[src/rtl/bpr_pkg.sv]
// ----------------------------------------------------------------------------
// bpr_pkg
// Types and constants shared by the button press reporter and its checker.
// ----------------------------------------------------------------------------
package bpr_pkg;

   localparam int NUM_BUTTONS = 3;
   localparam int MASK_W      = 3;
   localparam int TIME_W      = 32;
   localparam int CFG_W       = 16;
   localparam int CSR_IDX_W   = 2;

   localparam logic [CFG_W-1:0] LOCKOUT_RESET = 16'd250;
   localparam logic [CFG_W-1:0] PERIOD_RESET  = 16'd100;
   localparam logic [CFG_W-1:0] HOLD_RESET    = 16'd1000;

   typedef enum logic [1:0] {
      KIND_PIN     = 2'd0,
      KIND_TICK    = 2'd1,
      KIND_CONFIRM = 2'd2,
      KIND_LED     = 2'd3
   } kind_type;

   typedef enum logic [CSR_IDX_W-1:0] {
      CSR_LOCKOUT = 2'd0,
      CSR_PERIOD  = 2'd1,
      CSR_HOLD    = 2'd2
   } csr_index_type;

   typedef struct packed {
      logic [1:0]        kind;
      logic [1:0]        button_index;
      logic              level;
      logic [TIME_W-1:0] now_ms;
      logic [MASK_W-1:0] state_mask;
      logic [1:0]        state_count;
   } req_type;

   typedef struct packed {
      logic              report_valid;
      logic [MASK_W-1:0] report_mask;
      logic [MASK_W-1:0] led_mask;
   } rsp_type;

endpackage

[src/rtl/button_press_report_with_ack.sv]
// ----------------------------------------------------------------------------
// button_press_report_with_ack
// Latches button presses, reports pressed states on service ticks until
// they are confirmed, and holds LED drive bits.
// ----------------------------------------------------------------------------
// The response is registered and is valid in the cycle after a request transfer.
// Throughput: one request per cycle; a request is taken while the response
// register is empty or is being drained in the same cycle.
// Reset (synchronous): all registers but the response payload back to their
// defaults, all buttons released and unpressed, no response pending.
// ----------------------------------------------------------------------------
module button_press_report_with_ack (
   input  logic                                clock,
   input  logic                                reset,
   input  logic                                req_valid,
   output logic                                req_ready,
   input  bpr_pkg::req_type                    req_payload,
   output logic                                rsp_valid,
   input  logic                                rsp_ready,
   output bpr_pkg::rsp_type                    rsp_payload,
   input  logic                                csr_valid,
   output logic                                csr_ready,
   input  logic [bpr_pkg::CSR_IDX_W-1:0]       csr_index,
   input  logic [bpr_pkg::CFG_W-1:0]           csr_data
);

   localparam int N = bpr_pkg::NUM_BUTTONS;

   logic [bpr_pkg::CFG_W-1:0]  lockout_ff, lockout_in;
   logic [bpr_pkg::CFG_W-1:0]  period_ff, period_in;
   logic [bpr_pkg::CFG_W-1:0]  hold_ff, hold_in;

   logic [N-1:0]               pressed_ff, pressed_in;
   logic [N-1:0]               released_ff, released_in;
   logic [N-1:0]               confirmed_ff, confirmed_in;
   logic [N-1:0]               led_ff, led_in;
   logic [bpr_pkg::TIME_W-1:0] last_press_ff [N];
   logic [bpr_pkg::TIME_W-1:0] last_press_in [N];
   logic [bpr_pkg::TIME_W-1:0] last_report_ff, last_report_in;

   logic                       rsp_valid_ff, rsp_valid_in;
   bpr_pkg::rsp_type           rsp_ff, rsp_in;

   logic                       req_fire;
   logic [bpr_pkg::TIME_W-1:0] report_age;
   logic                       tick_due;
   logic                       send;
   logic [N-1:0]               hit;
   logic [N-1:0]               lock_clear;
   logic [N-1:0]               hold_expired;
   logic [N-1:0]               write_en;
   logic [bpr_pkg::MASK_W-1:0] pressed_mask;
   logic [bpr_pkg::MASK_W-1:0] led_mask_next;

   assign csr_ready   = 1'b1;
   assign req_ready   = !rsp_valid_ff || rsp_ready;
   assign req_fire    = req_valid && req_ready;
   assign rsp_valid   = rsp_valid_ff;
   assign rsp_payload = rsp_ff;

   always_comb begin
      lockout_in = lockout_ff;
      period_in  = period_ff;
      hold_in    = hold_ff;
      if (csr_valid) begin
         unique case (csr_index)
            bpr_pkg::CSR_LOCKOUT: lockout_in = csr_data;
            bpr_pkg::CSR_PERIOD:  period_in  = csr_data;
            bpr_pkg::CSR_HOLD:    hold_in    = csr_data;
            default:              ;
         endcase
      end
   end

   assign report_age = req_payload.now_ms - last_report_ff;
   assign tick_due   = report_age > {16'd0, period_ff};
   assign send       = |(pressed_ff ^ confirmed_ff);

   always_comb begin
      for (int i = 0; i < N; i++) begin
         hit[i]          = req_payload.button_index == 2'(i);
         lock_clear[i]   = (req_payload.now_ms - last_press_ff[i]) > {16'd0, lockout_ff};
         hold_expired[i] = (req_payload.now_ms - last_press_ff[i]) > {16'd0, hold_ff};
         write_en[i]     = 2'(i) < req_payload.state_count;
      end
   end

   always_comb begin
      pressed_in     = pressed_ff;
      released_in    = released_ff;
      confirmed_in   = confirmed_ff;
      led_in         = led_ff;
      last_press_in  = last_press_ff;
      last_report_in = last_report_ff;
      pressed_mask   = '0;
      rsp_in         = '0;
      for (int i = 0; i < N && i < bpr_pkg::MASK_W; i++) begin
         pressed_mask[i] = pressed_ff[i];
      end
      unique case (bpr_pkg::kind_type'(req_payload.kind))
         bpr_pkg::KIND_PIN: begin
            for (int i = 0; i < N; i++) begin
               if (hit[i]) begin
                  if (req_payload.level) begin
                     released_in[i] = 1'b1;
                  end else if (lock_clear[i]) begin
                     pressed_in[i]    = 1'b1;
                     released_in[i]   = 1'b0;
                     last_press_in[i] = req_payload.now_ms;
                  end
               end
            end
         end
         bpr_pkg::KIND_TICK: begin
            if (tick_due) begin
               last_report_in      = req_payload.now_ms;
               rsp_in.report_valid = send;
               rsp_in.report_mask  = send ? pressed_mask : '0;
               for (int i = 0; i < N; i++) begin
                  if ((!send && released_ff[i]) || hold_expired[i]) begin
                     pressed_in[i]   = 1'b0;
                     confirmed_in[i] = 1'b0;
                  end
               end
            end
         end
         bpr_pkg::KIND_CONFIRM: begin
            for (int i = 0; i < N && i < bpr_pkg::MASK_W; i++) begin
               if (write_en[i]) confirmed_in[i] = req_payload.state_mask[i];
            end
         end
         bpr_pkg::KIND_LED: begin
            for (int i = 0; i < N && i < bpr_pkg::MASK_W; i++) begin
               if (write_en[i]) led_in[i] = req_payload.state_mask[i];
            end
         end
         default: ;
      endcase
      led_mask_next = '0;
      for (int i = 0; i < N && i < bpr_pkg::MASK_W; i++) begin
         led_mask_next[i] = led_in[i];
      end
      rsp_in.led_mask = led_mask_next;
   end

   always_comb begin
      rsp_valid_in = rsp_valid_ff;
      if (rsp_ready) rsp_valid_in = 1'b0;
      if (req_fire)  rsp_valid_in = 1'b1;
   end

   always_ff @(posedge clock) begin
      if (reset) begin
         lockout_ff     <= bpr_pkg::LOCKOUT_RESET;
         period_ff      <= bpr_pkg::PERIOD_RESET;
         hold_ff        <= bpr_pkg::HOLD_RESET;
         pressed_ff     <= '0;
         released_ff    <= '1;
         confirmed_ff   <= '0;
         led_ff         <= '0;
         last_report_ff <= '0;
         for (int i = 0; i < N; i++) last_press_ff[i] <= '0;
         rsp_valid_ff   <= 1'b0;
      end else begin
         lockout_ff   <= lockout_in;
         period_ff    <= period_in;
         hold_ff      <= hold_in;
         rsp_valid_ff <= rsp_valid_in;
         if (req_fire) begin
            pressed_ff     <= pressed_in;
            released_ff    <= released_in;
            confirmed_ff   <= confirmed_in;
            led_ff         <= led_in;
            last_press_ff  <= last_press_in;
            last_report_ff <= last_report_in;
         end
      end
   end

   always_ff @(posedge clock) begin
      if (req_fire) rsp_ff <= rsp_in;
   end

endmodule

[config.mk]
export PLATFORM = sky130hd
export DESIGN_NAME = button_press_report_with_ack
export DESIGN_NICKNAME = d
export VERILOG_FILES = /design/src/rtl/bpr_pkg.sv /design/src/rtl/button_press_report_with_ack.sv
export SDC_FILE = /design/constraint.sdc
export NUM_CORES = 1
export LEC_CHECK = 0
export ABC_AREA = 0
export BUFFER_PORTS_ARGS = -buffer_cell sky130_fd_sc_hd__buf_2
export CAP_MARGIN = 10
export CORE_ASPECT_RATIO = 0.75
export CORE_UTILIZATION = 44
export DETAILED_ROUTE_END_ITERATION = 8
export PLACE_DENSITY = 0.7
export SYNTH_ARGS = -nofsm -noshare
export SYNTH_HDL_FRONTEND = slang
export SYNTH_SLANG_ARGS = --single-unit
[constraint.sdc]
create_clock -name clock -period 4.41 [get_ports clock]
set_input_delay 0.2205 -clock clock [delete_from_list [all_inputs] [get_ports clock]]
set_output_delay 0.2205 -clock clock [all_outputs]
set_load 0.02 [all_outputs]
# Yosys cells after proc, flatten, opt, wreduce, memory -nomap -nowiden
# Index checks and enable logic that the tools add are counted.
totals:
  regBits: 196
  input_bits: 65
  out_inout_bits: 10
  wordCells: 126
op_classes:
  n_eq_ne: 21
  n_addsub: 4
  bitwise_logic: 2
  n_reduce_logical: 38
  order_cmp: 10
  muxes: 30
op_table:
  columns: ["cell", "n"]
  rows:
  - ["greater-than comparator 32 x 16 -> 1 bit", 7]
  - ["subtractor 32 bit", 4]
  - ["AND reduction 5 bit", 6]
  - ["!= test 2 bit (second input constant)", 14]
  - ["two-way mux 1 bit", 26]
  - ["AND reduction 7 bit", 3]
  - ["one-hot mux 3 bit (2 select lines)", 2]
  - ["AND reduction 4 bit", 3]
  - ["nonzero test 2 bit", 6]
  - ["equality test 2 bit (second input constant)", 4]
  - ["AND reduction 2 bit", 4]
  - ["equality test 2 x 1 -> 1 bit (second input constant)", 3]
  - ["logical NOT 2 bit", 3]
  - ["two-way mux 3 bit", 2]
  - ["AND reduction 3 bit", 2]
  - ["logical AND 1 bit", 4]
  - ["logical OR 1 bit", 4]
  - ["less-than comparator 1 x 2 -> 1 bit (first input constant)", 2]
  - ["OR reduction 3 bit", 1]
  - ["bitwise XOR 3 bit", 1]
  - ["logical NOT 1 bit", 2]
  - ["less-than comparator 2 bit (first input constant)", 1]
  - ["NOT 1 bit", 1]

# Longest topological paths before layout
logic_depth:
  depth_word: 8
  ltp_mapped: 24
  mapped_depth_nobuf: 24

# Least setup slack after synthesis
# Ideal clock, no wire load.
synth_timing:
  path_kind: "input port to flip-flop"
  from: "input port req_payload[5] (netlist name)"
  to: "register last_report_ff[10] (netlist name)"
  path_slack_ns: 0.092
  required_ns: 4.282
  cell_stages: 23
  setup_time_ns: 0.128
  t_arrival_ns: 4.191
  n_path_buf: 1
  cell_sequence: "inv_1 > ha_1 > inv_1 > fa_1 > a21o_1 > a221o_1 > a21oi_1 > nor2_1 > nor2_1 > xnor2_1 > ha_1 > nand4_1 > nand3b_1 > a21oi_1 > a211o_1 > o22ai_1 > o2111ai_1 > nor4_1 > nand4_1 > nand2_1 > buf_2 > mux2i_1 > nor2_1"
synth_between:
  elab_chain_len: 3
synth_lines:
  columns: ["item", "line_no", "text"]
  rows:
  - ["start, declared", "button_press_report_with_ack.sv:17", "input bpr_pkg::req_type req_payload,"]
  - ["subtractor 32 bit", "button_press_report_with_ack.sv:75", "assign report_age = req_payload.now_ms - last_report_ff;"]
  - ["greater-than comparator 32 x 16 -> 1 bit", "button_press_report_with_ack.sv:76", "assign tick_due = report_age > {16'd0, period_ff};"]
  - ["AND reduction 3 bit (no line)", null, null]
  - ["end signal, assigned", "button_press_report_with_ack.sv:175", "last_report_ff <= last_report_in;"]
  - ["end, declared", "button_press_report_with_ack.sv:39", "logic [bpr_pkg::TIME_W-1:0] last_report_ff, last_report_in;"]
# Every way passes these cells.
# A chain may end at the register's enable or synchronous reset.

# Worst setup path in the final report
layout_timing:
  from: "register last_report_ff[0] (netlist name)"
  to: "register last_report_ff[0] (netlist name)"
layout_between:
  elab_chain_len: 3
layout_lines:
  columns: ["item", "line_no"]
  rows:
  - ["subtractor 32 bit", "button_press_report_with_ack.sv:75"]
  - ["greater-than comparator 32 x 16 -> 1 bit", "button_press_report_with_ack.sv:76"]
  - ["AND reduction 3 bit (no line)", null]
# Every way passes these cells.

==> metrics.md <==
| Metric | Value |
|---|---|
| Outcome | `complete, but fails checks` |
| Failing checks | `negative setup slack` |
| CTS tree | `yes` |
| DP Area | `0.0204 mm²` |
| Largest cells by area after synthesis | `dfxtp_1 (21%), ha_1 (16%), mux2i_1 (6.0%), a21oi_1 (5.7%), nand2_1 (4.6%)` |
| DRT met1 WL | `29,600 µm` |
| Setup violations, final | `42` |
| Initial DRT Pass Iterations | `5` |
| Hold Path Class | `in2reg` |
| CTS sink cnt | `196` |
| Vias in the first global route | `17,100` |
| EDFF count, synth | `7` |
| Clock Power Share | `31.8%` |
| Worst-path cell chain | `ha_4 > buf_4 > buf_4 > nor2b_1 > o2111a_1 > o21ai_0 > and2_1 > o31ai_1 > xor2_1 > ha_1 > nand4_1 > nand3b_1 > a21oi_2 > a211o_1 > o22ai_2 > o2111ai_2 > nor4_2 > nand4_1 > buf_6 > nand2_8 > buf_12 > mux2i_2 > nor2_1` |
| Routed WL per cell | `20.0 µm` |
| Critical Path Start Type | `flop` |
| Async SR Flop Fraction | `0%` |
| Static Leakage | `9.33 nW` |
| Least-Margin Pin Slew | `1.07 ns` |
| Sw Pwr | `0.00203 W` |
| Dpl hpwl | `47,400 µm` |
| Remaining antenna violation count after routing | `0` |
| CTS clk-pin slew, worst paths | `0.09 ns` |
| Worst Setup End Kind | `flop` |
| GR Overflow Total | `0` |
| All-Layer GR Usage | `28.4%` |
| Fmax | `0.217 GHz` |
| Wire length on met3 | `4670 µm` |
| Total wire length | `61,800 µm` |
| FF-to-FF path depth | `23` |
| Skew final | `0.0174 ns` |
| Starting Density | `44.6%` |
| Delay-heaviest family, CP | `compound AO/OA/AOI/OAI gates` |
| Later-pin clock latency in the skew report | `0.49 ns` |
| Critical R2R Launch | `last_report_ff[0]` |
| Seq/Total Area, Yosys | `22.0%` |
| Area grow syn2layout | `21.0%` |
| Period utilization | `105%` |
| Gate power share | `34.6%` |
| WL met2 | `26,100 µm` |
| Worst r2r dst | `last_report_ff[0]` |
| Worst EP required | `4.75 ns` |
| Int Pwr | `0.00342 W` |
| Drt drc | `0` |
| RePlAce Congestion | `0.981` |
| Antenna diodes | `0` |
| Sequential group share of total power | `33.7%` |
| Final WS setup | `-0.208 ns` |
| Top-Level Pins | `75` |
| RSZ-0062 raised after global routing | `true` |
| Clk buf depth | `2` |
| Die Ht | `178 µm` |
| R2R Setup Slk | `-0.21 ns` |
| Max-cap violation count | `0` |
| Critical Path AT | `4.96 ns` |
| Hold Path Sink | `lockout_ff[12]` |
| Yosys warns | `0` |
| H-tree Lvls | `4` |
| Worst hold stages | `3` |
| CP Class | `reg2reg` |
| Slowest cell on crit path | `dfxtp_2` |
| Top cells by count, synth | `ha_1 (236), nand2_1 (223), a21oi_1 (206)` |
| Final Slew Violations | `0` |
| Port-buffer cells | `73` |
| Root Buffer | `clkbuf_16` |
| Post-Synthesis Net Count | `2,632` |
| Vias/cell | `6.01` |
| Syn Inst Count | `2,327` |
| Cell taking the most area after synthesis | `dfxtp_1` |
| Buf/Inv on CP | `4` |
| Global-route wire length before repair | `94,000 µm` |
| Ys flop type | `dfxtp_1` |
| Finished Cell Area | `0.0220 mm²` |
| Layout Nets | `2,860` |
| DR vias | `18,600` |
| Yosys top cell area share | `20.8%` |
| Die W | `237 µm` |
| Post-Syn Area | `0.0182 mm²` |
| Pwr Density | `248 mW/mm²` |
| Largest net degree at the start of global routing | `104` |
| Top-count cell post-synth | `ha_1` |
| Setup TNS | `-6.66 ns` |
| DRT iter0 DRCs | `1,580` |
| Rel. slew slack | `28.7%` |
| Core Box Area | `0.0408 mm²` |
| Sw frac | `37.3%` |
| Register bit total from synthesis | `196` |
| Max IR drop VDD | `0.287 mV` |
| Final Hold Viols | `0` |
| WHS | `0.00747 ns` |
| Die area | `0.0422 mm²` |
| TritonCTS buffer count | `17` |
| Antenna violations before repair | `0` |
| Fraction of final layout cells sized beyond drive strength 1 | `18.3%` |
| Worst Hold Launch | `csr_data[12]` |
| CP max stage delay | `0.35 ns` |
| Post-Syn Area per Cell | `7.82 µm²` |
| Fillers | `3,683` |
| Crit-path max FO | `5` |
| Netlist cell types | `92` |
| Crit path time final | `4.62 ns` |
| Top sig layer | `met4` |
| Row count | `64` |
[final cells by class]
class / instances / area, µm² / share of cell area, %
clock inverter: 15 / 228 / 1.03
timing repair buffer: 315 / 2530 / 11.5
clock buffer: 17 / 425 / 1.93
multi-input combinational: 1822 / 13400 / 60.9
sequential: 196 / 4000 / 18.2
tap: 528 / 661 / 3.00
inverter: 203 / 762 / 3.46
[metrics by stage]
stage,setup WS [ns],cells,power [W],util (%)
2_1_floorplan,0.0917,2327,0.00297,-
3_3_place_gp,-0.738,3030,0.00359,50.0
3_5_place_dp,-0.839,3030,0.00362,50.0
4_1_cts,-0.204,3079,0.00539,52.5
5_1_grt,-0.530,3096,0.00574,54.0
6_report,-0.208,3096,0.00546,54.0
[state kept, by name, indices dropped and copies added (netlist names), 7 cells and up]
| name | flops |
|---|---|
| rsp_payload | 7 |
| last_report_ff | 32 |
| lockout_ff | 16 |
| hold_ff | 16 |
| period_ff | 16 |
| last_press_ff | 96 |
[power by group through the flow]
stage | Combinational, W | Sequential, W | Clock (W)
3_3_place_gp | 0.00171 | 0.00188 | 0
3_5_place_dp | 0.00174 | 0.00188 | 0
5_1_grt | 0.00206 | 0.00184 | 0.00183
4_1_cts | 0.00180 | 0.00184 | 0.00176
2_1_floorplan | 0.00109 | 0.00188 | 0
6_report | 0.00189 | 0.00184 | 0.00173
[repair_timing]
item / in CTS / in global routing
endpoints found under the setup margin: 107 / 141
hold endpoints to repair: 18 / 1
buffers inserted: 5 / 15
pin swaps: 35 / 34
hold buffers: 9 / 1
gates cloned: 3 / 9
gates resized for setup: 42 / 64
[metal layers]
metal  vias up  GRT usage [%]
met5         -              0
met4         0           7.63
met3        94           3.61
met2       745           43.2
met1      8869           41.8
li1       8904              -
[worst max path at each step]
stage | startpoint | end | slack, ns | cells after the start
after floorplan | req_payload[5] | last_report_ff[10] | 0.09 | 23
after global placement | req_payload[5] | last_report_ff[1] | -0.74 | 25
after detailed placement | req_payload[5] | last_report_ff[29] | -0.84 | 25
after CTS | last_report_ff[0] | rsp_payload[5] | -0.20 | 23
after global routing | last_report_ff[0] | last_report_ff[0] | -0.53 | 23
final | last_report_ff[0] | last_report_ff[0] | -0.21 | 23
[logic make-up after synthesis]
group | synth area share, %
AND/OR/NAND/NOR | 19.2
AO/OA/AOI/OAI | 24.6
flip-flops | 22.0
other | 0.0206
multiplexers | 6.49
adder cells (fa/ha/maj) | 16.7
buffers and inverters | 7.03
XOR/XNOR | 4.04
[tightest hold or removal path: stages]
cell     delay [ns]
buf_2          0.12
nand2_1        0.06
a21oi_1        0.06
[cell usage in the layout (no fill, tap or decap), drive strengths merged, types with 43 or more instances in the layout]
cell / count
nand2: 223
o31ai: 46
ha: 236
dfxtp: 189
a21oi: 210
nand4: 91
buf: 297
inv: 213
o21ai: 106
o21a: 43
mux2i: 109
nor2: 190
xor2: 44
a21o: 65
Power figures use the tool's default switching activity.
